### src/tfd_pkg.sv
// tfd_pkg: types and constants shared by the TPKT deframer files.
// No dependencies.
`default_nettype none

package tfd_pkg;

  localparam logic [7:0]  TpktVersion    = 8'h03;
  localparam logic [7:0]  TpktReserved   = 8'h00;
  localparam logic [15:0] TpktHeaderLen  = 16'd4;
  localparam logic [15:0] MaxPayloadRst  = 16'd65531;
  localparam int unsigned CfgAddrWidth   = 3;
  localparam logic        RegMaxPayload  = 1'b0;

  typedef enum logic [1:0] {
    HDR_VER    = 2'd0,
    HDR_ZERO   = 2'd1,
    HDR_LEN_HI = 2'd2,
    HDR_LEN_LO = 2'd3
  } tfd_hdr_e;

  typedef struct packed {
    logic [7:0]  payload_byte;
    logic        first_flag;
    logic        last_flag;
    logic [15:0] frame_length;
    logic        bad_length;
  } tfd_result_t;

endpackage

`default_nettype wire

### src/tfd_byte_if.sv
// tfd_byte_if: valid/ready channel that carries one received byte.
// No dependencies.
`default_nettype none

interface tfd_byte_if;
  logic       valid;
  logic       ready;
  logic [7:0] rx_byte;

  modport source (output valid, output rx_byte, input ready);
  modport sink   (input valid, input rx_byte, output ready);
endinterface

`default_nettype wire

### src/tfd_result_if.sv
// tfd_result_if: valid/ready channel that carries one deframer result.
// No dependencies.
`default_nettype none

interface tfd_result_if;
  logic        valid;
  logic        ready;
  logic [7:0]  payload_byte;
  logic        first_flag;
  logic        last_flag;
  logic [15:0] frame_length;
  logic        bad_length;

  modport source (output valid, output payload_byte, output first_flag, output last_flag,
                  output frame_length, output bad_length, input ready);
  modport sink   (input valid, input payload_byte, input first_flag, input last_flag,
                  input frame_length, input bad_length, output ready);
endinterface

`default_nettype wire

### src/tfd_apb_regs.sv
// tfd_apb_regs: APB register file holding max_payload.
// Depends on tfd_pkg.
`default_nettype none

module tfd_apb_regs (
  input  wire logic                             clk_i,
  input  wire logic                             rst_ni,
  input  wire logic                             psel,
  input  wire logic                             penable,
  input  wire logic                             pwrite,
  input  wire logic [tfd_pkg::CfgAddrWidth-1:0] paddr,
  input  wire logic [31:0]                      pwdata,
  output logic [31:0]                           prdata,
  output logic                                  pready,
  output logic [15:0]                           max_payload_o
);
  import tfd_pkg::*;

  logic [15:0] max_payload_q, max_payload_d;
  logic        wr_en;
  logic        sel_max;

  assign pready  = 1'b1;
  assign sel_max = (paddr[CfgAddrWidth-1] == RegMaxPayload);
  assign wr_en   = psel && penable && pwrite && sel_max;

  always_comb begin
    max_payload_d = max_payload_q;
    if (wr_en) begin
      max_payload_d = pwdata[15:0];
    end
  end

  always_ff @(posedge clk_i or negedge rst_ni) begin
    if (!rst_ni) begin
      max_payload_q <= MaxPayloadRst;
    end else begin
      max_payload_q <= max_payload_d;
    end
  end

  assign prdata        = sel_max ? {16'd0, max_payload_q} : 32'd0;
  assign max_payload_o = max_payload_q;

endmodule

`default_nettype wire

### src/tfd_parser.sv
// tfd_parser: input byte register, TPKT header/payload state and result forming.
// Depends on tfd_pkg.
`default_nettype none

module tfd_parser (
  input  wire logic                 clk_i,
  input  wire logic                 rst_ni,
  input  wire logic                 in_valid_i,
  output logic                      in_ready_o,
  input  wire logic [7:0]           in_byte_i,
  input  wire logic [15:0]          max_payload_i,
  output logic                      res_valid_o,
  input  wire logic                 res_ready_i,
  output tfd_pkg::tfd_result_t      res_o
);
  import tfd_pkg::*;

  logic        in_v_q;
  logic [7:0]  in_byte_q;
  logic        fire;

  tfd_hdr_e    step_q, step_d;
  logic        in_payload_q, in_payload_d;
  logic [7:0]  len_hi_q, len_hi_d;
  logic [15:0] total_len_q, total_len_d;
  logic [15:0] bytes_left_q, bytes_left_d;
  logic        seen_first_q, seen_first_d;

  logic [15:0] hdr_len;
  logic [15:0] pay_len;
  logic        len_bad;
  logic [15:0] left_dec;

  assign fire       = in_v_q && res_ready_i;
  assign in_ready_o = !in_v_q || res_ready_i;

  always_ff @(posedge clk_i or negedge rst_ni) begin
    if (!rst_ni) begin
      in_v_q <= 1'b0;
    end else if (in_ready_o) begin
      in_v_q <= in_valid_i;
    end
  end

  always_ff @(posedge clk_i) begin
    if (in_ready_o && in_valid_i) begin
      in_byte_q <= in_byte_i;
    end
  end

  assign hdr_len  = {len_hi_q, in_byte_q};
  assign pay_len  = hdr_len - TpktHeaderLen;
  assign len_bad  = (hdr_len <= TpktHeaderLen) || (pay_len > max_payload_i);
  assign left_dec = bytes_left_q - 16'd1;

  // next state
  always_comb begin
    step_d       = step_q;
    in_payload_d = in_payload_q;
    len_hi_d     = len_hi_q;
    total_len_d  = total_len_q;
    bytes_left_d = bytes_left_q;
    seen_first_d = seen_first_q;
    if (fire) begin
      if (!in_payload_q) begin
        case (step_q)
          HDR_VER:    step_d = (in_byte_q == TpktVersion) ? HDR_ZERO : HDR_VER;
          HDR_ZERO:   step_d = (in_byte_q == TpktReserved) ? HDR_LEN_HI : HDR_VER;
          HDR_LEN_HI: begin
            len_hi_d = in_byte_q;
            step_d   = HDR_LEN_LO;
          end
          HDR_LEN_LO: begin
            step_d = HDR_VER;
            if (len_bad) begin
              total_len_d  = '0;
              bytes_left_d = '0;
              seen_first_d = 1'b0;
            end else begin
              total_len_d  = hdr_len;
              bytes_left_d = pay_len;
              seen_first_d = 1'b0;
              in_payload_d = 1'b1;
            end
          end
          default:    step_d = HDR_VER;
        endcase
      end else if ((bytes_left_q == '0) || (left_dec == '0)) begin
        step_d       = HDR_VER;
        in_payload_d = 1'b0;
        bytes_left_d = '0;
        total_len_d  = '0;
        seen_first_d = 1'b0;
      end else begin
        bytes_left_d = left_dec;
        seen_first_d = 1'b1;
      end
    end
  end

  // outputs
  always_comb begin
    res_valid_o = 1'b0;
    res_o       = '0;
    if (fire) begin
      if (!in_payload_q) begin
        if ((step_q == HDR_LEN_LO) && len_bad) begin
          res_valid_o        = 1'b1;
          res_o.frame_length = hdr_len;
          res_o.bad_length   = 1'b1;
        end
      end else if (bytes_left_q != '0) begin
        res_valid_o        = 1'b1;
        res_o.payload_byte = in_byte_q;
        res_o.first_flag   = !seen_first_q;
        res_o.last_flag    = (left_dec == '0);
        res_o.frame_length = total_len_q;
      end
    end
  end

  always_ff @(posedge clk_i or negedge rst_ni) begin
    if (!rst_ni) begin
      step_q       <= HDR_VER;
      in_payload_q <= 1'b0;
      len_hi_q     <= '0;
      total_len_q  <= '0;
      bytes_left_q <= '0;
      seen_first_q <= 1'b0;
    end else begin
      step_q       <= step_d;
      in_payload_q <= in_payload_d;
      len_hi_q     <= len_hi_d;
      total_len_q  <= total_len_d;
      bytes_left_q <= bytes_left_d;
      seen_first_q <= seen_first_d;
    end
  end

`ifndef ASSERT_OFF
  a_payload_hdr_idle: assert property (@(posedge clk_i) disable iff (!rst_ni)
    in_payload_q |-> (step_q == HDR_VER))
    else $error("header step moved during payload");
  a_payload_count: assert property (@(posedge clk_i) disable iff (!rst_ni)
    $rose(in_payload_q) |-> (bytes_left_q != '0) && !seen_first_q)
    else $error("payload entered with empty count");
  a_bad_result_clean: assert property (@(posedge clk_i) disable iff (!rst_ni)
    (res_valid_o && res_o.bad_length) |->
      (res_o.payload_byte == '0) && !res_o.first_flag && !res_o.last_flag)
    else $error("error result carries payload fields");
`endif

endmodule

`default_nettype wire

### src/tfd_out_buf.sv
// tfd_out_buf: result register with a skid stage between parser and output channel.
// Depends on tfd_pkg.
`default_nettype none

module tfd_out_buf (
  input  wire logic                 clk_i,
  input  wire logic                 rst_ni,
  input  wire logic                 push_valid_i,
  output logic                      push_ready_o,
  input  wire tfd_pkg::tfd_result_t push_data_i,
  output logic                      out_valid_o,
  input  wire logic                 out_ready_i,
  output tfd_pkg::tfd_result_t      out_data_o
);
  import tfd_pkg::*;

  logic        out_v_q, skid_v_q;
  tfd_result_t out_q, skid_q;
  logic        push, pop;

  assign push_ready_o = !skid_v_q;
  assign push         = push_valid_i && push_ready_o;
  assign pop          = out_v_q && out_ready_i;

  always_ff @(posedge clk_i or negedge rst_ni) begin
    if (!rst_ni) begin
      out_v_q  <= 1'b0;
      skid_v_q <= 1'b0;
    end else if (!out_v_q || pop) begin
      out_v_q  <= skid_v_q || push;
      skid_v_q <= 1'b0;
    end else if (push) begin
      skid_v_q <= 1'b1;
    end
  end

  always_ff @(posedge clk_i) begin
    if (!out_v_q || pop) begin
      out_q <= skid_v_q ? skid_q : push_data_i;
    end else if (push) begin
      skid_q <= push_data_i;
    end
  end

  assign out_valid_o = out_v_q;
  assign out_data_o  = out_q;

`ifndef ASSERT_OFF
  a_skid_needs_out: assert property (@(posedge clk_i) disable iff (!rst_ni)
    skid_v_q |-> out_v_q)
    else $error("skid entry without output entry");
  a_skid_fill: assert property (@(posedge clk_i) disable iff (!rst_ni)
    (out_v_q && !out_ready_i && push) |=> skid_v_q)
    else $error("stalled push not captured in skid");
  a_skid_drain: assert property (@(posedge clk_i) disable iff (!rst_ni)
    (skid_v_q && out_ready_i) |=> out_v_q && !skid_v_q)
    else $error("skid entry not moved to output");
`endif

endmodule

`default_nettype wire

### src/tpkt_frame_deframer.sv
// TPKT frame deframer top level: byte input channel, result output channel, APB register.
// Instantiates tfd_apb_regs, tfd_parser and tfd_out_buf; uses tfd_pkg and the channel interfaces.
//
// Usage:
//   rx_i takes one stream byte per transaction. res_o gives one transaction per payload
//   byte (payload_byte, first_flag, last_flag, frame_length) or one error transaction
//   (bad_length = 1) when a header length is at most 4 or gives a payload above max_payload.
//   Header bytes and dropped frames give no transaction.
//   Throughput: one byte per clock while the output buffer accepts results, set by the parser state update.
//   Each result passes the input register, then the result register, before it is valid on
//   res_o; it can be taken at the following edge at the earliest.
//   max_payload lies at APB address 0; write it only while the block is idle.
//   Reset clears the parser to the header search, empties both output entries and
//   sets max_payload to 65531.
//   When res_o stalls, a skid entry keeps one more result and rx_i stays ready
//   until both the skid entry and the input register are full.
`default_nettype none

module tpkt_frame_deframer (
  input  wire logic                             clk_i,
  input  wire logic                             rst_ni,
  tfd_byte_if.sink                              rx_i,
  tfd_result_if.source                          res_o,
  input  wire logic                             psel,
  input  wire logic                             penable,
  input  wire logic                             pwrite,
  input  wire logic [tfd_pkg::CfgAddrWidth-1:0] paddr,
  input  wire logic [31:0]                      pwdata,
  output logic [31:0]                           prdata,
  output logic                                  pready
);
  import tfd_pkg::*;

  logic [15:0] max_payload;
  logic        res_valid, res_ready;
  tfd_result_t res_data, out_data;

  tfd_apb_regs u_regs (
    .clk_i,
    .rst_ni,
    .psel,
    .penable,
    .pwrite,
    .paddr,
    .pwdata,
    .prdata,
    .pready,
    .max_payload_o (max_payload)
  );

  tfd_parser u_parser (
    .clk_i,
    .rst_ni,
    .in_valid_i    (rx_i.valid),
    .in_ready_o    (rx_i.ready),
    .in_byte_i     (rx_i.rx_byte),
    .max_payload_i (max_payload),
    .res_valid_o   (res_valid),
    .res_ready_i   (res_ready),
    .res_o         (res_data)
  );

  tfd_out_buf u_out (
    .clk_i,
    .rst_ni,
    .push_valid_i (res_valid),
    .push_ready_o (res_ready),
    .push_data_i  (res_data),
    .out_valid_o  (res_o.valid),
    .out_ready_i  (res_o.ready),
    .out_data_o   (out_data)
  );

  assign res_o.payload_byte = out_data.payload_byte;
  assign res_o.first_flag   = out_data.first_flag;
  assign res_o.last_flag    = out_data.last_flag;
  assign res_o.frame_length = out_data.frame_length;
  assign res_o.bad_length   = out_data.bad_length;

endmodule

`default_nettype wire

### src/flat_wrapper.sv
// flat-port wrapper written by rule: the top's interface ports become plain ports
module tpkt_frame_deframer_flat import tfd_pkg::*;
  (clk_i, rst_ni, psel, penable, pwrite, paddr, pwdata, prdata, pready, rx_i_valid, rx_i_rx_byte, rx_i_ready, res_o_valid, res_o_payload_byte, res_o_first_flag, res_o_last_flag, res_o_frame_length, res_o_bad_length, res_o_ready);
  tfd_byte_if rx_i_i ();
  tfd_result_if res_o_i ();
  input  wire logic clk_i;
  input  wire logic rst_ni;
  input  wire logic psel;
  input  wire logic penable;
  input  wire logic pwrite;
  input  wire logic [tfd_pkg::CfgAddrWidth-1:0] paddr;
  input  wire logic [31:0] pwdata;
  output logic [31:0] prdata;
  output logic pready;
  input wire logic [$bits(rx_i_i.valid)-1:0] rx_i_valid;
  input wire logic [$bits(rx_i_i.rx_byte)-1:0] rx_i_rx_byte;
  output wire logic [$bits(rx_i_i.ready)-1:0] rx_i_ready;
  output wire logic [$bits(res_o_i.valid)-1:0] res_o_valid;
  output wire logic [$bits(res_o_i.payload_byte)-1:0] res_o_payload_byte;
  output wire logic [$bits(res_o_i.first_flag)-1:0] res_o_first_flag;
  output wire logic [$bits(res_o_i.last_flag)-1:0] res_o_last_flag;
  output wire logic [$bits(res_o_i.frame_length)-1:0] res_o_frame_length;
  output wire logic [$bits(res_o_i.bad_length)-1:0] res_o_bad_length;
  input wire logic [$bits(res_o_i.ready)-1:0] res_o_ready;
  assign rx_i_i.valid = rx_i_valid;
  assign rx_i_i.rx_byte = rx_i_rx_byte;
  assign rx_i_ready = rx_i_i.ready;
  assign res_o_valid = res_o_i.valid;
  assign res_o_payload_byte = res_o_i.payload_byte;
  assign res_o_first_flag = res_o_i.first_flag;
  assign res_o_last_flag = res_o_i.last_flag;
  assign res_o_frame_length = res_o_i.frame_length;
  assign res_o_bad_length = res_o_i.bad_length;
  assign res_o_i.ready = res_o_ready;
  tpkt_frame_deframer u_core (.clk_i(clk_i), .rst_ni(rst_ni), .rx_i(rx_i_i), .res_o(res_o_i), .psel(psel), .penable(penable), .pwrite(pwrite), .paddr(paddr), .pwdata(pwdata), .prdata(prdata), .pready(pready));
endmodule
### config.mk
export PLATFORM = sky130hd
export DESIGN_NAME = tpkt_frame_deframer_flat
export DESIGN_NICKNAME = d
export VERILOG_FILES = /design/src/tfd_pkg.sv /design/src/tfd_byte_if.sv /design/src/tfd_result_if.sv /design/src/tfd_apb_regs.sv /design/src/tfd_parser.sv /design/src/tfd_out_buf.sv /design/src/tpkt_frame_deframer.sv /design/src/flat_wrapper.sv
export SDC_FILE = /design/constraint.sdc
export NUM_CORES = 1
export LEC_CHECK = 0
export BUFFER_PORTS_ARGS = -buffer_cell sky130_fd_sc_hd__buf_2
export CORE_MARGIN = 4
export CORE_UTILIZATION = 55
export CTS_CLUSTER_DIAMETER = 50
export DETAILED_ROUTE_END_ITERATION = 10
export PLACE_DENSITY = 0.86
export SLEW_MARGIN = 20
export SYNTH_ARGS = -nofsm -noshare
export SYNTH_HDL_FRONTEND = slang
export SYNTH_SLANG_ARGS = --single-unit
### constraint.sdc
create_clock -name clk_i -period 6.25 [get_ports clk_i]
set_input_delay 0 -clock clk_i [delete_from_list [all_inputs] [get_ports clk_i]]
set_output_delay 0 -clock clk_i [all_outputs]
set_load 0.005 [all_outputs]
== Word level (Yosys, flattened, before mapping) ==
Index checks and enable logic that the tools add are counted.
Word-level totals
  register bits after elaboration: 125
  latch bits: 0
  bits in writable memories: 0
  bits in read-only memories: 0
  input port bits: 50
  output and inout bits: 62
  logic and storage cells: 95
  memories: 0
Operators by class
  add/subtract/negate cells: 2
  multiply operators: 0
  divide/modulo/power cells: 0
  $lt $le $gt $ge: 2
  equal/unequal tests: 5
  shift operators: 0
  muxes and demuxes: 33
  bitwise gates (word level): 3
  reduce and logical (&&, ||, !) cells: 29
Operator list (number)
  16-bit 2-to-1 mux: 10
  27-bit 2-to-1 mux: 2
  16-bit zero test: 2
  26-bit 2-to-1 mux: 1
  17-bit 2-to-1 mux: 1
  16-bit > comparator: 1
  16-bit by 3-bit <= comparator with 1-bit output, second input constant: 1
  16-bit nonzero test: 1
  16-bit by 1-bit subtractor with 16-bit output, second input constant: 1
  16-bit by 3-bit subtractor with 16-bit output, second input constant: 1
  1-bit 2-to-1 mux: 14
  10-bit 2-to-1 mux: 1
  8-bit by 2-bit == test with 1-bit output, second input constant: 1
  1-bit logical AND: 8
  8-bit zero test: 1
  2-bit one-hot mux with 4 select lines: 1
  2-bit 2-to-1 mux: 3
  2-bit AND reduction: 3
  3-bit AND reduction: 2
  1-bit logical OR: 5
  2-bit == test, second input constant: 2
  1-bit zero test: 4
  2-bit nonzero test: 2
  1-bit NOT: 3
  other kinds (3): 3

== Logic depth before layout (Yosys ltp) ==
Gate-level depths: netlist (run 1).
  depth in word-level cells: 10
  depth in mapped cells: 15
  depth with buffers taken out: 13

== Cells and area by module ==
Synthesis (run 1) repeated with hierarchy kept, for this count alone.
Second synthesis, totals
  cell total of the unflattened synthesis: 550
  area, all modules: 6739.0 um^2
By module, submodules not included
  tfd_parser: instances 1, cells an instance 388, area an instance 3681.0 um^2
  tfd_out_buf: instances 1, cells an instance 92, area an instance 2139.6 um^2
  tfd_apb_regs: instances 1, cells an instance 70, area an instance 918.4 um^2

== Least setup slack after synthesis (run 1) ==
No wires, ideal clock.
  path kind: register -> register
  start point: register u_core.u_parser.in_byte_q[7]
  end point: register u_core.u_out.skid_q[0] (netlist bit), enable pin
  setup time: 411 ps
  arrival time: 4241 ps
  required time: 5839 ps
  setup slack: 1598 ps
  cell stages (with the launch flop): 15
  buffers on the path: 1
  period minus slack after synthesis: 4652 ps
  path through: edfxtp_1 > nor4_1 > nand2b_1 > nor3_1 > nand2_1 > xnor2_1 > ha_1 > nand4_1 > nor4_1 > or3b_2 > o221ai_1 > o21a_1 > buf_2 > nor2_1 > nor2_1
Between the ends
  cells in the longest elaborated chain, start to end: 9
RTL lines
  from (decl): RTL line tfd_parser.sv:19  | logic [7:0] in_byte_q;
  from (signal assigned): RTL line tfd_parser.sv:47  | in_byte_q <= in_byte_i;
  16-bit by 3-bit subtractor with 16-bit output: RTL line tfd_parser.sv:52  | assign pay_len = hdr_len - TpktHeaderLen;
  16-bit > comparator: RTL line tfd_parser.sv:53  | assign len_bad = (hdr_len <= TpktHeaderLen) || (pay_len > max_payload_i);
  1-bit logical OR (*): RTL line tfd_parser.sv:53
  1-bit logical AND (*): RTL line tfd_parser.sv:107  | if ((step_q == HDR_LEN_LO) && len_bad) begin
  1-bit 2-to-1 mux (*): RTL line tfd_parser.sv:107
  1-bit 2-to-1 mux (*): RTL line tfd_parser.sv:106  | if (!in_payload_q) begin
  1-bit 2-to-1 mux (*): RTL line tfd_parser.sv:105  | if (fire) begin
  1-bit logical AND (*): RTL line tfd_out_buf.sv:22  | assign push = push_valid_i && push_ready_o;
  2-bit AND reduction (no source line) (*)
  to (signal assigned): RTL line tfd_out_buf.sv:41  | skid_q <= push_data_i;
  to (decl): RTL line tfd_out_buf.sv:18  | tfd_result_t out_q, skid_q;
Mark *: on every way between the ends. The rest lies on a longest branch, timed or not.
A chain may end at the register's enable or synchronous reset.

== Worst setup path in the final report (run 1) ==
  start point: register u_core.u_parser.in_byte_q[6]
  end point: register u_core.u_out.skid_q[10] (netlist bit), enable pin
The elaborated chain is that of the path after synthesis.

==> flow_metrics.env, run 1 <==
export IMPL_status="finished, final reports clean"
export IMPL_avgRoutedWirePerCell_um=18.76
export IMPL_use_met2_pct=38.22
export IMPL_routed_wl_mm=14.84
export IMPL_max_slew_margin_pct=31.51
export IMPL_setup_tns_ps=0
export IMPL_drive_gt1_share_pct=25.65
export IMPL_seq_area_frac_synth_pct=55.33
export IMPL_nets=710
export IMPL_die_y_um=114.6
export IMPL_gp_congestion=0.9691
export IMPL_rsz0062_at_grt="no"
export IMPL_busiest_layer="met2"
export IMPL_cts_clk_slew_worst_paths_ps=60
export IMPL_portBuffers=76
export IMPL_p_int_mw=1.508
export IMPL_regArea_mm2=0.003457
export IMPL_place_area_mm2=0.006650
export IMPL_fmax_mhz=189.0
export IMPL_met3_usage_pct=5.550
export IMPL_setup_viol=0
export IMPL_ctsResizeCount=0
export IMPL_start_kind="flop"
export IMPL_fin_ws_ps=959.1
export IMPL_ios=112
export IMPL_ir_worst_vdd_uv=144.5
export IMPL_cts_sinks=125
export IMPL_hpwl_mm=10.01
export IMPL_dieArea_mm2=0.01313
export IMPL_grt_usage_pct=23.33
export IMPL_antenna_found_initial=0
export IMPL_finalMaxSlewViolations=0
export IMPL_fin_crit_ps=5291
export IMPL_crit_fanout=27
export IMPL_worstPathArrival_ps=5370
export IMPL_seq_power_share_pct=45.4
export IMPL_cts_tree="done"
export IMPL_critPathKind="flop to flop"
export IMPL_skew_ps=7.976
export IMPL_grt_pass1_vias=4686
export IMPL_drt_vias_per_instance=5.917
export IMPL_drt_antenna_violating_nets=0
export IMPL_p_comb_share_pct=8.0
export IMPL_grt_max_degree=64
export IMPL_drtIter0Drc=420
export IMPL_hold_class="primary input to flop"
export IMPL_synth_edf_count=62
export IMPL_clockRootBuffer="clkbuf_16"
export IMPL_yosysWarnings=0
export IMPL_htreeDepth=4
export IMPL_drc=0
export IMPL_final_cell_mix="76 x buf_2, 62 x edfxtp_1, 49 x nor2_1"
export IMPL_insertion_delay_ps=410
export IMPL_clockPowerShare_pct=46.6
export IMPL_cts_made_buffers=17
export IMPL_crit_path_end="u_core.u_out.skid_q[10]"
export IMPL_syn_inst=540
export IMPL_worstPathRequired_ps=6330
export IMPL_min_period_over_period_pct=84.66
export IMPL_fill_cells=771
export IMPL_dp_slack_ps=1203
export IMPL_startpoint="u_core.u_parser.in_byte_q[6]"
export IMPL_fp_row_count=38
export IMPL_dieWidth_um=114.6
export IMPL_grt_pass1_wl_mm=23.97
export IMPL_power_density_mw_per_mm2=271.8
export IMPL_grt_overflow=0
export IMPL_final_common_cell="buf_2"
export IMPL_p_switching_mw=0.5279
export IMPL_core_region_area_mm2=0.01098
export IMPL_worstReg2RegStart="u_core.u_parser.in_byte_q[6]"
export IMPL_finalHoldViolCount=0
export IMPL_swShare_pct=25.93
export IMPL_synth_top_flop_cell="edfxtp_1"
export IMPL_ys_async_sr_fraction_pct=50.40
export IMPL_timing_max_cap_violations=0
export IMPL_cts_setup_buffers=0
export IMPL_postCtsHoldBufs=26
export IMPL_cts_buffer_depth=2
export IMPL_endpoint_kind="flop"
export IMPL_ys_types=57
export IMPL_synth_seq_cells=125
export IMPL_worstMarginPinSlew_ps=1027
export IMPL_syn_to_final_growth_pct=19.90
export IMPL_syn_area_mm2=0.006248
export IMPL_synthTopCellsByArea="edfxtp_1 30%, dfrtp_1 19%, dfstp_2 6.3%"
export IMPL_p_leak_nw=3.729
export IMPL_start_util_pct=56.89
export IMPL_syn_area_per_cell_um2=11.57
export IMPL_stdcell_area_mm2=0.007492
export IMPL_diodes=0
export IMPL_multi_input_area_mm2=0.002506
export IMPL_use_met1_pct=30.76
export IMPL_worst_r2r_path_depth=14
export IMPL_yosysTopAreaCell="edfxtp_1"
export IMPL_dr_pass1_iters=6
export IMPL_yosysTopAreaCellShare_pct=29.80
export IMPL_r2r_end="u_core.u_out.skid_q[10]"
export IMPL_rrSetupSlack_ps=960
export IMPL_vias=4680
==> sequential cells by signal (all words and copies together), names as in the netlist <==
name                          cells
u_core.u_parser.step_q            2
u_core.u_parser.in_v_q            1
u_core.u_parser.in_payload_q      1
u_core.u_parser.bytes_left_q     16
u_core.u_parser.in_byte_q         8
u_core.u_out.out_valid_o          1
u_core.u_regs.max_payload_o      16
u_core.u_parser.len_hi_q          8
u_core.u_out.out_data_o          27
u_core.u_parser.total_len_q      16
u_core.u_out.skid_q              27
u_core.u_out.skid_v_q             1
u_core.u_parser.seen_first_q      1
==> power groups by stage <==
stage	clock (mW)	combinational [mW]	sequential (mW)
after floorplan	0	0.104	0.928
after global placement	0	0.142	0.936
after detailed placement	0	0.151	0.939
after CTS	0.958	0.164	0.922
after global routing	1.00	0.186	0.926
final	0.949	0.164	0.924
==> synth_stat cells (2+ instances only) <==
cell and count:
o22a_1 2, buf_6 3, edfxtp_1 62, a21o_1 30, buf_2 6, inv_1 26, o41ai_1 2, buf_4 17
nor3b_2 2, o21ai_0 16, nor2b_1 2, a41oi_1 2, mux2_2 23, nand2b_1 8, conb_1 2, a21oi_1 15
nand4b_1 4, a221o_1 3, nand3_1 5, dfrtp_1 48, nor3_1 11, and2_1 7, nor2_1 50, xor2_1 9
nor4_1 9, a22o_1 33, o31ai_1 5, dfstp_2 15, xnor2_1 8, and3_1 3, ha_1 22, a31oi_1 4
clkbuf_1 17, nor4b_1 2, nand2_1 33, nand4_1 5, or4_1 2, or2_2 3, o221ai_1 6
==> worst min path at each step <==
stage | from | endpoint | slack, ps | cells past startpoint
after floorplan | rst_ni | u_core.u_out.out_valid_o | -300 | 0
after global placement | rx_i_rx_byte[7] | u_core.u_parser.in_byte_q[7] | 180 | 1
after detailed placement | rx_i_rx_byte[6] | u_core.u_parser.in_byte_q[6] | 180 | 1
after CTS | res_o_ready | u_core.u_out.out_valid_o | 190 | 4
after global routing | res_o_ready | u_core.u_out.out_valid_o | 240 | 4
final | res_o_ready | u_core.u_out.out_valid_o | 190 | 4
==> per-stage QoR <==
stage               power (mW)  utilization, %  instances  hold slack (ps)
finish                   2.036           68.22        791            190.6
global route             2.112           68.22        791            239.3
CTS                      2.044           68.18        791            190.0
detailed placement       1.089           60.55        733            179.0
global placement         1.078           60.55        733            177.8
floorplan                1.033               -        555           -295.6
==> cell type report <==
type                    count  share of cell area, %
repair buffers            107                  9.051
well taps                 140                  2.338
multi-input cells         361                  33.45
inverters                  26                  1.303
clock inverters            15                  2.037
flip-flops and latches    125                  46.14
clock buffers              17                  5.678
==> cell families (layout without fill, tap and decap cells) <==
logic type               count (synthesis)  in the layout  synth area share [%]
other                                    2             17                0.1202
flip-flops                             125            125                 55.33
buffers and inverters                   69            165                 5.647
multiplexers                            23             23                 4.145
XOR/XNOR                                17             17                 2.383
AO/OA/AOI/OAI                          125            125                 14.82
adder cells (fa/ha/maj)                 22             22                 4.405
AND/OR/NAND/NOR                        157            157                 13.16
==> critical path, stage by stage (launching register included) <==
cell and delay [ps]:
edfxtp_1 580, nor4_1 780, nand2b_1 180, nor3_1 460, nand2_1 140, xnor2_1 330, ha_1 310, nand4_1 190
nor4_1 120, or3b_2 440, o221ai_1 120, o21a_1 680, nor2_1 130, nor2_2 120, buf_4 340
==> routing by layer <==
layer / part of all wire, % / wire, um / up-vias
met1: 42 / 6184 / 2271
li1: - / - / 2140
met3: 7.9 / 1177 / 32
met5: 0 / 0 / -
met2: 49 / 7229 / 237
met4: 1.7 / 246 / 0
Power figures use the tool's default switching activity.
==> run 2, diff against run 1 <==
- CORE_UTILIZATION: 55 -> 51
- PLACE_DENSITY: 0.86 -> 0.84
- clock period: 6.25 -> 4.3 ns (I/O delays scaled with it)
==> flow_metrics.env, run 2 (synthesis gave the netlist of run 1 again) <==
export IMPL_antenna_found_initial=0
export IMPL_fp_row_count=40
export IMPL_cts_clk_slew_worst_paths_ps=60
export IMPL_finalHoldViolCount=0
export IMPL_crit_fanout=17
export IMPL_vias=4716
export IMPL_final_common_cell="buf_2"
export IMPL_clockRootBuffer="clkbuf_16"
export IMPL_p_leak_nw=3.791
export IMPL_stdcell_area_mm2=0.007599
export IMPL_worstReg2RegStart="u_core.u_parser.in_byte_q[3]"
export IMPL_diodes=0
export IMPL_syn_to_final_growth_pct=21.61
export IMPL_grt_usage_pct=21.30
export IMPL_utilization_pct=63.26
export IMPL_drive_gt1_share_pct=26.92
export IMPL_finalMaxSlewViolations=0
export IMPL_place_area_mm2=0.006769
export IMPL_insertion_delay_ps=410
export IMPL_gp_congestion=0.8779
export IMPL_grt_pass1_wl_mm=23.94
export IMPL_worstMarginPinSlew_ps=969.7
export IMPL_portBuffers=76
export IMPL_rrSetupSlack_ps=150
export IMPL_dieArea_mm2=0.01409
export IMPL_dr_pass1_iters=5
export IMPL_fin_total_pwr_mw=2.922
export IMPL_cts_sinks=125
export IMPL_avgRoutedWirePerCell_um=18.23
export IMPL_timing_max_cap_violations=0
export IMPL_cts_made_buffers=17
export IMPL_hpwl_mm=10.34
export IMPL_ios=112
export IMPL_rsz0062_at_grt="no"
export IMPL_ir_worst_vdd_uv=199.7
export IMPL_die_y_um=118.7
export IMPL_drt_vias_per_instance=5.808
export IMPL_holdWs_ps=211.8
export IMPL_cts_buffer_depth=2
export IMPL_grt_overflow=0
export IMPL_critPathKind="flop to flop"
export IMPL_fmax_mhz=240.8
export IMPL_endpoint_kind="flop"
export IMPL_cts_tree="done"
export IMPL_drt_antenna_violating_nets=0
export IMPL_drc=0
export IMPL_setup_viol=0
export IMPL_drtIter0Drc=355
export IMPL_grt_max_degree=64
export IMPL_skew_ps=5.596
export IMPL_grt_pass1_vias=4819
export IMPL_start_util_pct=52.02
export IMPL_worstPathRequired_ps=4460
export IMPL_hold_class="primary input to flop"
export IMPL_nets=724
export IMPL_worst_r2r_path_depth=14
export IMPL_dieWidth_um=118.7
export IMPL_htreeDepth=4
export IMPL_status="finished, final reports clean"
export IMPL_fin_crit_ps=4152
export IMPL_final_cell_mix="76 x buf_2, 62 x edfxtp_1, 49 x nor2_1"
export IMPL_startpoint="u_core.u_parser.in_byte_q[3]"
export IMPL_crit_path_end="u_core.u_out.out_data_o[10]"
export IMPL_max_slew_margin_pct=35.35
export IMPL_min_period_over_period_pct=96.56
export IMPL_routed_wl_mm=14.80
export IMPL_core_region_area_mm2=0.01201
export IMPL_r2r_end="u_core.u_out.out_data_o[10]"
export IMPL_power_density_mw_per_mm2=384.5
export IMPL_worstPathArrival_ps=4310
export IMPL_setup_tns_ps=0
export IMPL_start_kind="flop"
run 2: changes by cell type in the layout (fill, tap and decap cells not counted), moves of 2 or more:
cell | previous run | this run
clkinv_1 | 0 | 2
inv_8 | 4 | 0
clkinv_8 | 2 | 0
clkinv_2 | 0 | 3
buf_4 | 5 | 18
run 2: worst min-delay path by stage:
stage,cells past startpoint,startpoint,end
after CTS,4,res_o_ready,u_core.u_out.out_valid_o
after global routing,4,res_o_ready,u_core.u_out.out_valid_o
after global placement,1,rx_i_rx_byte[0],u_core.u_parser.in_byte_q[0]
final,4,res_o_ready,u_core.u_out.out_valid_o
after detailed placement,1,rx_i_rx_byte[0],u_core.u_parser.in_byte_q[0]
after floorplan,0,rst_ni,u_core.u_out.out_valid_o
run 2: area by class of cell:
cell class / count / area [um^2]
Sequential cell: 125 / 3457
Multi-Input combinational cell: 361 / 2507
Clock inverter: 14 / 117.6
Fill cell: 907 / 4413
Tap cell: 147 / 183.9
Clock buffer: 18 / 439.2
Timing Repair Buffer: 121 / 795.8
Inverter: 26 / 97.59
run 2: critical path, stage by stage, from the launching register on:
cell      delay, ps
edfxtp_1        390
inv_1           210
ha_1            280
nand2_1         150
nor4b_1         430
xor2_1          190
ha_1            340
nand4_1         120
nor4_1          520
or3b_2          210
o221ai_1        160
o21a_1          290
buf_4           230
a22o_1          220
a21o_1          170
run 2: through the flow:
step,setup slack [ps],std cells
finish,147.8,812
detailed placement,207.9,753
floorplan,87.24,555
global route,2.902,812
CTS,176.5,811
global placement,338.2,753
run 2: what timing repair did:
item | 4_1_cts | 5_1_grt
gates resized for setup | 0 | 1
setup buffers | 0 | 1
setup endpoints to repair | 0 | 70
hold endpoints to repair | 73 | 0
hold buffers | 26 | 0
run 2: metal layers:
layer | track usage (%) | part of all wire, % | up-vias
li1 | - | - | 2173
met1 | 27.32 | 41 | 2278
met2 | 34.67 | 49 | 224
met3 | 4.211 | 6.8 | 41
met4 | 10.28 | 3.4 | 0
met5 | 0 | 0 | -
run 2: report_power, final:
| group | switching, mW | internal, mW | leakage (nW) |
|---|---|---|---|
| registers | 0.0235 | 1.31 | 1.55 |
| clock network | 0.526 | 0.807 | 0.264 |
| logic | 0.134 | 0.119 | 1.98 |
| total | 0.684 | 2.24 | 3.79 |
==> run 3, diff against run 2 <==
- CELL_PAD_IN_SITES_DETAIL_PLACEMENT: default -> 1
- CELL_PAD_IN_SITES_GLOBAL_PLACEMENT: default -> 2
- CORE_UTILIZATION: 51 -> 33
- PLACE_DENSITY: 0.84 -> 0.83
==> flow_metrics.env, run 3 (synthesis gave the netlist of run 1 again) <==
export IMPL_grt_max_degree=64
export IMPL_power_density_mw_per_mm2=397.4
export IMPL_fin_total_pwr_mw=3.105
export IMPL_crit_buf_inv=3
export IMPL_cts_clk_slew_worst_paths_ps=60
export IMPL_dieWidth_um=145.6
export IMPL_gp_congestion=0.8427
export IMPL_grt_pass1_wl_mm=27.19
export IMPL_endpoint_kind="flop"
export IMPL_routed_wl_mm=16.96
export IMPL_portBuffers=76
export IMPL_rrSetupSlack_ps=260
export IMPL_drive_gt1_share_pct=28.23
export IMPL_worstPathRequired_ps=4420
export IMPL_grt_usage_pct=16.30
export IMPL_skew_ps=9.932
export IMPL_crit_chain="nor4_2 > buf_4 > nand2_1 > nor4b_2 > xor2_1 > ha_1 > nand4_1 > buf_4 > nor4_2 > o21ai_0 > a21oi_2 > o21a_1 > nor2_1 > nor2_2 > buf_4"
export IMPL_dieArea_mm2=0.02120
export IMPL_htreeDepth=4
export IMPL_p_switching_mw=0.7346
export IMPL_worstHoldStart="res_o_ready"
export IMPL_min_period_over_period_pct=93.95
export IMPL_met3_length_um=949
export IMPL_finalHoldViolCount=0
export IMPL_avgRoutedWirePerCell_um=18.84
export IMPL_crit_family="simple AND/OR/NAND/NOR gates"
export IMPL_worst_r2r_path_depth=15
export IMPL_drc=0
export IMPL_drt_vias_per_instance=5.184
export IMPL_worstReg2RegStart="u_core.u_parser.in_byte_q[7]"
export IMPL_r2r_end="u_core.u_out.skid_q[22]"
export IMPL_worstPathArrival_ps=4160
export IMPL_p_comb_share_pct=8.5
export IMPL_status="finished, final reports clean"
export IMPL_final_cell_mix="76 x buf_2, 62 x edfxtp_1, 48 x nor2_1, 48 x dfrtp_1"
export IMPL_fmax_mhz=247.5
export IMPL_cts_buffer_depth=2
export IMPL_finalMaxSlewViolations=0
export IMPL_wl_met1_mm=7.633
export IMPL_nets=725
export IMPL_setup_viol=0
export IMPL_cts_setup_buffers=0
export IMPL_hpwl_mm=11.55
export IMPL_holdPathEnd="u_core.u_out.out_valid_o"
export IMPL_met2_length_mm=8.245
export IMPL_clockRootBuffer="clkbuf_16"
export IMPL_worstMarginPinSlew_ps=1117
export IMPL_final_common_cell="buf_2"
export IMPL_grt_pass1_vias=4934
export IMPL_max_slew_margin_pct=25.46
export IMPL_cts_sinks=125
export IMPL_clockPowerShare_pct=48.4
export IMPL_fp_row_count=50
export IMPL_hold_class="primary input to flop"
export IMPL_p_leak_nw=3.855
export IMPL_holdWs_ps=189.3
export IMPL_fin_crit_ps=4040
export IMPL_vias=4666
export IMPL_diodes=0
export IMPL_utilization_pct=41.91
export IMPL_cpMostUsedCell="buf_4"
export IMPL_antenna_found_initial=0
export IMPL_highest_layer="met4"
export IMPL_syn_to_final_growth_pct=25.03
export IMPL_timing_max_cap_violations=0
export IMPL_slowest_stage="edfxtp_1"
export IMPL_start_kind="flop"
export IMPL_worst_path_stages=15
export IMPL_drt_antenna_violating_nets=0
export IMPL_core_region_area_mm2=0.01864
export IMPL_hold_path_cell_count=4
export IMPL_cp_slowest_stage_delay_ps=450
export IMPL_grt_overflow=0
export IMPL_start_util_pct=33.52
export IMPL_p_int_mw=2.370
export IMPL_dr_pass1_iters=4
export IMPL_cts_made_buffers=17
export IMPL_seq_power_share_pct=43.0
export IMPL_insertion_delay_ps=420
export IMPL_critPathKind="flop to flop"
export IMPL_ios=112
export IMPL_drtIter0Drc=282
export IMPL_cts_tree="done"
export IMPL_swShare_pct=23.66
export IMPL_ir_worst_vdd_uv=228.1
export IMPL_die_y_um=145.6
export IMPL_crit_fanout=10
[run 3: changes by cell type in the layout (fill, tap and decap cells not counted), moves of 2 or more]
| cell | before | now |
|---|---|---|
| bufinv_16 | 1 | 3 |
| inv_6 | 3 | 5 |
| nor4_2 | 1 | 3 |
| xnor2_1 | 8 | 6 |
| buf_4 | 18 | 20 |
| xnor2_2 | 0 | 2 |
| nor4_1 | 9 | 7 |
| clkinvlp_4 | 4 | 2 |
| clkinv_2 | 3 | 0 |
[run 3: worst max-delay path by stage]
stage / start / endpoint / slack, ps
finish: u_core.u_parser.in_byte_q[7] / u_core.u_out.skid_q[22] / 260
CTS: u_core.u_parser.in_byte_q[7] / u_core.u_out.skid_q[22] / 110
detailed placement: u_core.u_parser.in_byte_q[7] / u_core.u_out.skid_q[18] / 200
global route: u_core.u_parser.in_byte_q[7] / u_core.u_out.skid_q[22] / -40
floorplan: u_core.u_parser.in_byte_q[7] / u_core.u_out.skid_q[0] / 90
global placement: u_core.u_parser.in_byte_q[7] / u_core.u_parser.total_len_q[10] / 250
[run 3: stage by stage]
stage	setup WS, ps	instances	cell area, um^2	TNS [ps]
after floorplan	87.24	555	6307	0
after global placement	247.3	842	6883	0
after detailed placement	196.9	842	6883	0
after CTS	109.2	900	7764	0
after global routing	-43.10	900	7812	-819.7
final	260.0	900	7812	0
[run 3: cell type report]
class,count,area (um^2)
clock inverter,14,181.4
tap,234,292.8
inverter,26,97.59
fill,1998,10830
clock buffer,18,439.2
timing repair buffer,122,790.8
sequential,125,3457
multi-input combinational,361,2554
[run 3: timing repair]
action,4_1_cts,5_1_grt
setup endpoints to repair,0,75
resized for setup,0,8
hold buffers,26,0
endpoints found under the hold margin,73,0
[run 3: routing by layer]
metal | vias up | GRT usage, %
met4 | 0 | 4.084
li1 | 2164 | -
met3 | 11 | 4.485
met2 | 129 | 26.97
met1 | 2362 | 21.32
met5 | - | 0
[run 3: worst min-delay path, stage by stage]
cell	delay, ps
buf_2	90
nand2b_1	130
buf_4	250
nand2_1	100
[run 3: power groups by stage]
stage,combinational (mW),clock [mW],sequential [mW]
floorplan,0.152,0,1.35
global placement,0.230,0,1.36
detailed placement,0.244,0,1.36
CTS,0.265,1.54,1.34
global route,0.300,1.59,1.34
finish,0.265,1.50,1.34
